**src/scl_pkg.sv**
```systemverilog
package scl_pkg;

  typedef enum logic [3:0] {
    KIND_END        = 4'd0,
    KIND_WORD       = 4'd1,
    KIND_IN         = 4'd2,
    KIND_OUT        = 4'd3,
    KIND_PIPE       = 4'd4,
    KIND_AND        = 4'd5,
    KIND_OR         = 4'd6,
    KIND_APPEND     = 4'd7,
    KIND_BACKQUOTE  = 4'd8,
    KIND_SEMICOLON  = 4'd9,
    KIND_BACKGROUND = 4'd10,
    KIND_INVALID    = 4'd11
  } token_kind_t;

  localparam int KIND_W   = 4;
  localparam int REPORT_W = 10;
  localparam int TDATA_W  = 24;

  typedef struct packed {
    logic                last;
    logic [REPORT_W-1:0] token_end;
    logic [REPORT_W-1:0] token_start;
    token_kind_t         kind;
  } token_t;

  localparam logic [7:0] CH_NUL   = 8'h00;
  localparam logic [7:0] CH_SPACE = 8'h20;
  localparam logic [7:0] CH_TAB   = 8'h09;
  localparam logic [7:0] CH_CR    = 8'h0D;
  localparam logic [7:0] CH_LF    = 8'h0A;
  localparam logic [7:0] CH_HASH  = 8'h23;
  localparam logic [7:0] CH_DQUOTE = 8'h22;
  localparam logic [7:0] CH_BQUOTE = 8'h60;
  localparam logic [7:0] CH_LT    = 8'h3C;
  localparam logic [7:0] CH_GT    = 8'h3E;
  localparam logic [7:0] CH_BAR   = 8'h7C;
  localparam logic [7:0] CH_AMP   = 8'h26;
  localparam logic [7:0] CH_SEMI  = 8'h3B;
  localparam logic [7:0] CH_LPAREN = 8'h28;
  localparam logic [7:0] CH_RPAREN = 8'h29;

  function automatic logic is_space(input logic [7:0] c);
    return (c == CH_SPACE) || (c == CH_TAB) || (c == CH_CR) || (c == CH_LF);
  endfunction

  function automatic logic is_symbol(input logic [7:0] c);
    return (c == CH_LT) || (c == CH_BAR) || (c == CH_GT) || (c == CH_AMP) ||
           (c == CH_SEMI) || (c == CH_LPAREN) || (c == CH_RPAREN) || (c == CH_BQUOTE);
  endfunction

endpackage

```
**src/shell_command_lexer_top.sv**
```systemverilog
// A token caused by an input transfer is registered into the token queue and offered from its head.
// Throughput: one byte per cycle while the queue has room and no byte yields two tokens;
// a byte that closes one token and is itself a whole token yields two, read out in turn.
// A four-entry token queue decouples the sides; input is taken while it has room for two.
// Synchronous active-high reset clears the lexer mode, line offset and the token queue.
module shell_command_lexer_top #(
  parameter int LINE_MAX = 1024
) (
  input  logic                      clk,
  input  logic                      rst,
  input  logic                      s_tvalid,
  output logic                      s_tready,
  input  logic [7:0]                s_tdata,   // [7:0] ch
  output logic                      m_tvalid,
  input  logic                      m_tready,
  output logic [scl_pkg::TDATA_W-1:0] m_tdata, // [3:0] token_kind, [13:4] token_start,
                                               // [23:14] token_end
  output logic                      m_tlast    // is_last
);
  import scl_pkg::*;

  // Offsets are held at the line's own width and saturate at LINE_MAX-1.
  localparam int OFF_W   = $clog2(LINE_MAX);
  localparam int OFF_MAX = LINE_MAX - 1;
  localparam int CAP_W   = (OFF_W > REPORT_W) ? OFF_W : REPORT_W;
  localparam int Q_DEPTH = 4;
  localparam int PTR_W   = 2;
  localparam int CNT_W   = 3;

  // The lexer mode is one-hot. Tokens whose kind depends on the following byte
  // (>, | and &) keep a mode of their own until that byte arrives.
  typedef enum logic [8:0] {
    M_IDLE    = 9'b000000001,
    M_WORD    = 9'b000000010,
    M_DQ      = 9'b000000100,
    M_BQ      = 9'b000001000,
    M_GT      = 9'b000010000,
    M_BAR     = 9'b000100000,
    M_AMP     = 9'b001000000,
    M_AMPWS   = 9'b010000000,
    M_COMMENT = 9'b100000000
  } mode_t;

  function automatic logic [OFF_W-1:0] sat_inc(input logic [OFF_W-1:0] x);
    return (x < OFF_W'(OFF_MAX)) ? OFF_W'(x + 1'b1) : OFF_W'(OFF_MAX);
  endfunction

  // Reported offsets are further capped to the 10-bit output fields.
  function automatic logic [REPORT_W-1:0] cap(input logic [OFF_W-1:0] x);
    logic [CAP_W-1:0] w;
    w = CAP_W'(x);
    return (w > CAP_W'(1023)) ? REPORT_W'(1023) : w[REPORT_W-1:0];
  endfunction

  mode_t            mode, mode_next;
  logic [OFF_W-1:0] offset, offset_next;
  logic [OFF_W-1:0] start, start_next;

  token_t           queue [Q_DEPTH];
  logic [PTR_W-1:0] wr_ptr, rd_ptr;
  logic [CNT_W-1:0] count;

  logic [7:0] c;
  logic       in_xfer, out_xfer;

  // First token: the one closed by this byte in the current mode.
  logic        a_valid;
  token_kind_t a_kind;
  logic [OFF_W-1:0] a_start, a_end;
  logic        call_idle;

  // Second token: the byte lexed again from the idle mode.
  logic        i_valid;
  token_kind_t i_kind;
  logic [OFF_W-1:0] i_start, i_end;
  mode_t       i_mode;
  logic        i_open;

  token_t      res0, res1;
  logic        res0_valid, res1_valid;
  logic [1:0]  push_n;

  assign c        = s_tdata;
  assign s_tready = (count <= CNT_W'(Q_DEPTH - 2));
  assign in_xfer  = s_tvalid && s_tready;
  assign out_xfer = m_tvalid && m_tready;

  // Idle-mode lexing of the current byte, used from idle and after a token closes.
  always_comb begin
    i_valid = 1'b0;
    i_kind  = KIND_END;
    i_start = offset;
    i_end   = sat_inc(offset);
    i_mode  = M_IDLE;
    i_open  = 1'b0;
    if (c == CH_NUL) begin
      i_valid = 1'b1;
      i_end   = offset;
    end else if (is_space(c)) begin
      i_mode = M_IDLE;
    end else if (c == CH_HASH) begin
      i_mode = M_COMMENT;
    end else if (c == CH_DQUOTE) begin
      i_mode = M_DQ;
      i_open = 1'b1;
    end else if (c == CH_BQUOTE) begin
      i_mode = M_BQ;
      i_open = 1'b1;
    end else if (c == CH_LT) begin
      i_valid = 1'b1;
      i_kind  = KIND_IN;
    end else if (c == CH_SEMI) begin
      i_valid = 1'b1;
      i_kind  = KIND_SEMICOLON;
    end else if ((c == CH_LPAREN) || (c == CH_RPAREN)) begin
      i_valid = 1'b1;
      i_kind  = KIND_INVALID;
    end else if (c == CH_GT) begin
      i_mode = M_GT;
      i_open = 1'b1;
    end else if (c == CH_BAR) begin
      i_mode = M_BAR;
      i_open = 1'b1;
    end else if (c == CH_AMP) begin
      i_mode = M_AMP;
      i_open = 1'b1;
    end else begin
      i_mode = M_WORD;
      i_open = 1'b1;
    end
  end

  // Mode-dependent handling of the byte against the open token.
  always_comb begin
    a_valid   = 1'b0;
    a_kind    = KIND_INVALID;
    a_start   = start;
    a_end     = sat_inc(start);
    call_idle = 1'b0;
    mode_next = mode;
    case (mode)
      M_WORD: begin
        if ((c == CH_NUL) || is_space(c) || is_symbol(c)) begin
          a_valid   = 1'b1;
          a_kind    = KIND_WORD;
          a_end     = offset;
          call_idle = 1'b1;
        end
      end
      M_DQ, M_BQ: begin
        if (((mode == M_DQ) && (c == CH_DQUOTE)) || ((mode == M_BQ) && (c == CH_BQUOTE))) begin
          a_valid   = 1'b1;
          a_kind    = (mode == M_DQ) ? KIND_WORD : KIND_BACKQUOTE;
          a_start   = sat_inc(start);
          a_end     = sat_inc(offset);
          mode_next = M_IDLE;
        end else if (c == CH_NUL) begin
          a_valid   = 1'b1;
          a_kind    = KIND_INVALID;
          a_end     = offset;
          call_idle = 1'b1;
        end
      end
      M_GT, M_BAR: begin
        a_valid = 1'b1;
        if (((mode == M_GT) && (c == CH_GT)) || ((mode == M_BAR) && (c == CH_BAR))) begin
          a_kind    = (mode == M_GT) ? KIND_APPEND : KIND_OR;
          a_end     = sat_inc(offset);
          mode_next = M_IDLE;
        end else begin
          a_kind    = (mode == M_GT) ? KIND_OUT : KIND_PIPE;
          call_idle = 1'b1;
        end
      end
      M_AMP, M_AMPWS: begin
        if ((mode == M_AMP) && (c == CH_AMP)) begin
          a_valid   = 1'b1;
          a_kind    = KIND_AND;
          a_end     = sat_inc(offset);
          mode_next = M_IDLE;
        end else if (is_space(c)) begin
          mode_next = M_AMPWS;
        end else begin
          // A lone & is background only when the line ends next, possibly after whitespace.
          a_valid   = 1'b1;
          a_kind    = (c == CH_NUL) ? KIND_BACKGROUND : KIND_INVALID;
          call_idle = 1'b1;
        end
      end
      M_COMMENT: begin
        call_idle = (c == CH_NUL);
      end
      default: begin
        call_idle = 1'b1;
      end
    endcase

    start_next = start;
    if (call_idle) begin
      mode_next = i_mode;
      if (i_open) begin
        start_next = offset;
      end
    end

    if (c == CH_NUL) begin
      mode_next   = M_IDLE;
      start_next  = '0;
      offset_next = '0;
    end else begin
      offset_next = sat_inc(offset);
    end
  end

  // Pack up to two tokens in emission order; the final one carries last.
  always_comb begin
    res1_valid        = a_valid && call_idle && i_valid;
    res0_valid        = a_valid || (call_idle && i_valid);
    res1.kind         = i_kind;
    res1.token_start  = cap(i_start);
    res1.token_end    = cap(i_end);
    res1.last         = 1'b1;
    if (a_valid) begin
      res0.kind        = a_kind;
      res0.token_start = cap(a_start);
      res0.token_end   = cap(a_end);
    end else begin
      res0.kind        = i_kind;
      res0.token_start = cap(i_start);
      res0.token_end   = cap(i_end);
    end
    res0.last = !res1_valid;
    push_n    = in_xfer ? {res1_valid, res0_valid && !res1_valid} : 2'd0;
  end

  always_ff @(posedge clk) begin
    if (rst) begin
      mode   <= M_IDLE;
      offset <= '0;
      start  <= '0;
    end else if (in_xfer) begin
      mode   <= mode_next;
      offset <= offset_next;
      start  <= start_next;
    end
  end

  // Token queue: writes up to two entries per transfer, reads one per output transfer.
  always_ff @(posedge clk) begin
    if (rst) begin
      wr_ptr <= '0;
      rd_ptr <= '0;
      count  <= '0;
    end else begin
      wr_ptr <= wr_ptr + PTR_W'(push_n);
      if (out_xfer) begin
        rd_ptr <= rd_ptr + 1'b1;
      end
      count <= count + CNT_W'(push_n) - CNT_W'(out_xfer);
    end
  end

  always_ff @(posedge clk) begin
    if (in_xfer && res0_valid) begin
      queue[wr_ptr] <= res0;
    end
    if (in_xfer && res1_valid) begin
      queue[PTR_W'(wr_ptr + 1'b1)] <= res1;
    end
  end

  assign m_tvalid = (count != '0);
  assign m_tdata  = {queue[rd_ptr].token_end, queue[rd_ptr].token_start,
                     queue[rd_ptr].kind};
  assign m_tlast  = queue[rd_ptr].last;

endmodule

```
**config.mk**
```make
export PLATFORM = sky130hd
export DESIGN_NAME = shell_command_lexer_top
export DESIGN_NICKNAME = d
export VERILOG_FILES = /design/src/scl_pkg.sv /design/src/shell_command_lexer_top.sv
export SDC_FILE = /design/constraint.sdc
export NUM_CORES = 1
export LEC_CHECK = 0
export BUFFER_PORTS_ARGS = -buffer_cell sky130_fd_sc_hd__buf_2
export CORE_MARGIN = 4
export CORE_UTILIZATION = 51
export CTS_BUF_LIST = sky130_fd_sc_hd__clkbuf_16
export DETAILED_ROUTE_END_ITERATION = 8
export PLACE_DENSITY = 0.72
export SYNTH_ARGS = -nofsm -noshare
export SYNTH_HDL_FRONTEND = slang
export SYNTH_SLANG_ARGS = --single-unit
```
**constraint.sdc**
```tcl
create_clock -name clk -period 10.21 [get_ports clk]
set_input_delay 2.042 -clock clk [delete_from_list [all_inputs] [get_ports clk]]
set_output_delay 2.042 -clock clk [all_outputs]
set_load 0.005 [all_outputs]
```
==> reports/results.tsv <==
stage	metric	value	unit
status	status	completed	
floorplanning	initial core utilization	52.6	%
logic_synthesis	Synth cell types	94	
logic_synthesis	asr flop ratio synth	0	%
hold_path	Hold Path Class	flip-flop to flip-flop	
setup_path	crit path capture type	flip-flop	
global_route	grt ovf	0	
routing	vias	7555	
logic_synthesis	Post-synth EDFFs	92	
setup_path	CP Max Fanout	32	
timing	slew of the pin with the lowest slew margin	1.26	ns
timing	Hold Violations, Final	0	
power	Cell Pwr Density	167	nW/µm²
logic_synthesis	Yosys Warn Count	0	
final_layout	Synth-to-Final Area Change	9.04	%
routing	ANT nets after route	0	
cts	H-tree depth	4	
logic_synthesis	Net Count, Synth	872	
power	Leakage	3.18	nW
final_layout	commonest non-fill, non-tap cell in the layout	edfxtp_1	
routing	Post-Route WL	25900	µm
timing	setup TNS	0	ns
final_layout	Post-Route Utilization	57.4	%
timing	post-layout minimum cycle time	6.20	ns
global_route	first-pass GRT wire length	40400	µm
timing	Slew Viols, Final	0	
floorplanning	core area	16800	µm²
global_route	vias in the first global route	6961	
global_route	initial antenna violation count	0	
setup_path	slowest cell delay on critical path	0.92	ns
logic_synthesis	Seq/Total Area, Yosys	41.6	%
logic_synthesis	number of synthesized register bits	138	
cts	clock latency on the worst-skew pair	0.44	ns
setup_path	worst-path cell chain	buf_2, or3_1, or3_4, nand3_1, a221o_1, nand2b_2, o21bai_2, nand2_1	
cts	clock sinks	138	
setup_path	startpoint types	input pin	
cts	CTS tree	built	
logic_synthesis	ys flop type	edfxtp_1	
cts	CTS Buf Count	17	
logic_synthesis	Synth Area per Inst	10.4	µm²
logic_synthesis	Mapped Area	8850	µm²
setup_path	CP max-delay cell	nand2_1	
cts	Max Root-Sink Buffers	2	
cts	root buffer cell	clkbuf_16	
cts	post-CTS setup buffers	0	
placement	RePlAce Congestion	0.992	
global_route	pin count of the biggest net entering global routing	46	
final_layout	fraction of layout instances using a drive strength above 1	17.5	%
cts	clock slew at reported path FFs	0.06	ns
setup_path	Worst Reg-to-Reg Cells	7	
floorplanning	chip height	140	µm
timing	Final period util	60.7	%
hold_path	cell count of the worst hold path	2	
routing	Wirelength per Cell	24.2	µm
placement	hpwl dp	18200	µm
power	Worst VDD drop	0.122	mV
timing	Final Skew	0.0125	ns
cts	Post-CTS Hold Buffers	0	
routing	initial DRC count	1175	
final_layout	Final #Nets	859	
timing	Rel. slew slack	15.6	%
logic_synthesis	synthesized instance count	853	
timing	unrepaired setup endpoints after global routing	false	
final_layout	most frequent cells in the layout	edfxtp_1 (92), nand2_1 (54), nor2_1 (47), dfxtp_1 (45), a21oi_1 (42)	
placement	port bufs	38	
cts	post_cts resized	0	
timing	Final setup viols	0	
flow_run	Max-Cap Viols	0	
floorplanning	FP Rows	47	
routing	DR vias/cell	7.04	
setup_path	WP data arrival	6.10	ns
timing	fmax	161	MHz
floorplanning	io pins	39	
floorplanning	die area	19500	µm²
global_route	gr usage total	26.5	%
floorplanning	Die Width	140	µm
routing	DRT Pass-1 Iters	6	
final_layout	ant diodes	0	
setup_path	WS Path Type	input pin to flip-flop	
setup_path	CP required	10.11	ns
routing	DRC Markers	0	
-- final timing paths --
| path | start | to | slack [ns] |
|---|---|---|---|
| setup / recovery | s_tdata[4] | queue[3][18]$_DFFE_PP_ | 4.01 |
| hold / removal | queue[0][2]$_SDFFE_PP0P_ | queue[0][2]$_SDFFE_PP0P_ | 0.47 |
| setup reg to reg | mode[6]$_SDFFE_PP0P_ | queue[2][18]$_DFFE_PP_ | 5.34 |
| hold reg to reg | queue[0][2]$_SDFFE_PP0P_ | queue[0][2]$_SDFFE_PP0P_ | 0.47 |
-- power breakdown --
group	internal (W)	leakage [nW]	switching, W
registers	0.000609	1.30	0.0000480
clock network	0.000430	0.313	0.000240
logic	0.000138	1.57	0.000142
total	0.00118	3.18	0.000431
-- cells in the mapped netlist (14+ instances only) --
| cell type | number | area share (%) |
|---|---|---|
| nor2b_1 | 17 | 1.2 |
| o21ai_0 | 30 | 1.7 |
| dfxtp_1 | 46 | 10 |
| mux4_2 | 25 | 6.4 |
| nand4_1 | 16 | 1.1 |
| nand3_1 | 27 | 1.5 |
| and2_1 | 14 | 0.99 |
| clkbuf_1 | 42 | 1.8 |
| nand2_1 | 54 | 2.3 |
| o2bb2ai_1 | 15 | 1.5 |
| o32ai_1 | 25 | 2.5 |
| a22o_1 | 26 | 2.6 |
| a21oi_1 | 42 | 2.4 |
| nor2_1 | 47 | 2.0 |
| edfxtp_1 | 92 | 31 |
| nor3_1 | 31 | 1.8 |
| o21ai_1 | 15 | 0.85 |
| buf_2 | 21 | 1.2 |
| o22ai_1 | 15 | 1.1 |
-- final cells by class --
class | instances | area [µm²]
Fill cell | 1483 | 7170
Multi-Input combinational cell | 627 | 4770
Sequential cell | 138 | 3680
Clock buffer | 17 | 425
Tap cell | 220 | 275
Timing Repair Buffer | 44 | 235
Clock inverter | 15 | 210
Inverter | 12 | 45.0
-- cells by family (layout without fill, tap and decap cells) --
| logic type | count (synthesis) | after routing | share of synthesized area [%] |
|---|---|---|---|
| buffers and inverters | 88 | 88 | 4.50 |
| adder cells (fa/ha/maj) | 7 | 7 | 1.07 |
| XOR/XNOR | 17 | 17 | 1.68 |
| AO/OA/AOI/OAI | 276 | 276 | 24.1 |
| multiplexers | 48 | 48 | 9.17 |
| AND/OR/NAND/NOR | 279 | 279 | 17.9 |
| flip-flops | 138 | 138 | 41.6 |
-- sequential cells by signal, summed over array words and instances (netlist names), named ones only --
signal,flops
rd_ptr,2
mode,9
count,3
start,10
wr_ptr,2
i_start,10
queue,100
-- per-stage QoR --
step                area [µm²]  setup WS [ns]  power [W]  hold WS [ns]  cells
finish                    9650           4.01    0.00161         0.469   1073
global route              9650           3.76    0.00167         0.499   1073
CTS                       9650           4.16    0.00162         0.470   1073
detailed placement        9010           3.70   0.000950         0.461   1041
global placement          9010           3.81   0.000945         0.451   1041
floorplan                 8850           4.90   0.000852         0.426    853
-- per-layer routing --
metal	global-route usage, %	up-vias	part of all wire [%]
met1	36.9	3660	41
li1	-	3370	-
met4	7.85	0	2.4
met5	0	-	0
met3	6.24	61	9.8
met2	41.6	464	47
-- critical path, delay by kind of cell --
kind / cells / cell delay [ns]
compound gates: 2 / 1.51
buf+inv: 1 / 0.18
simple gates: 5 / 2.32
No activity file was read; power rests on OpenSTA's default activity.
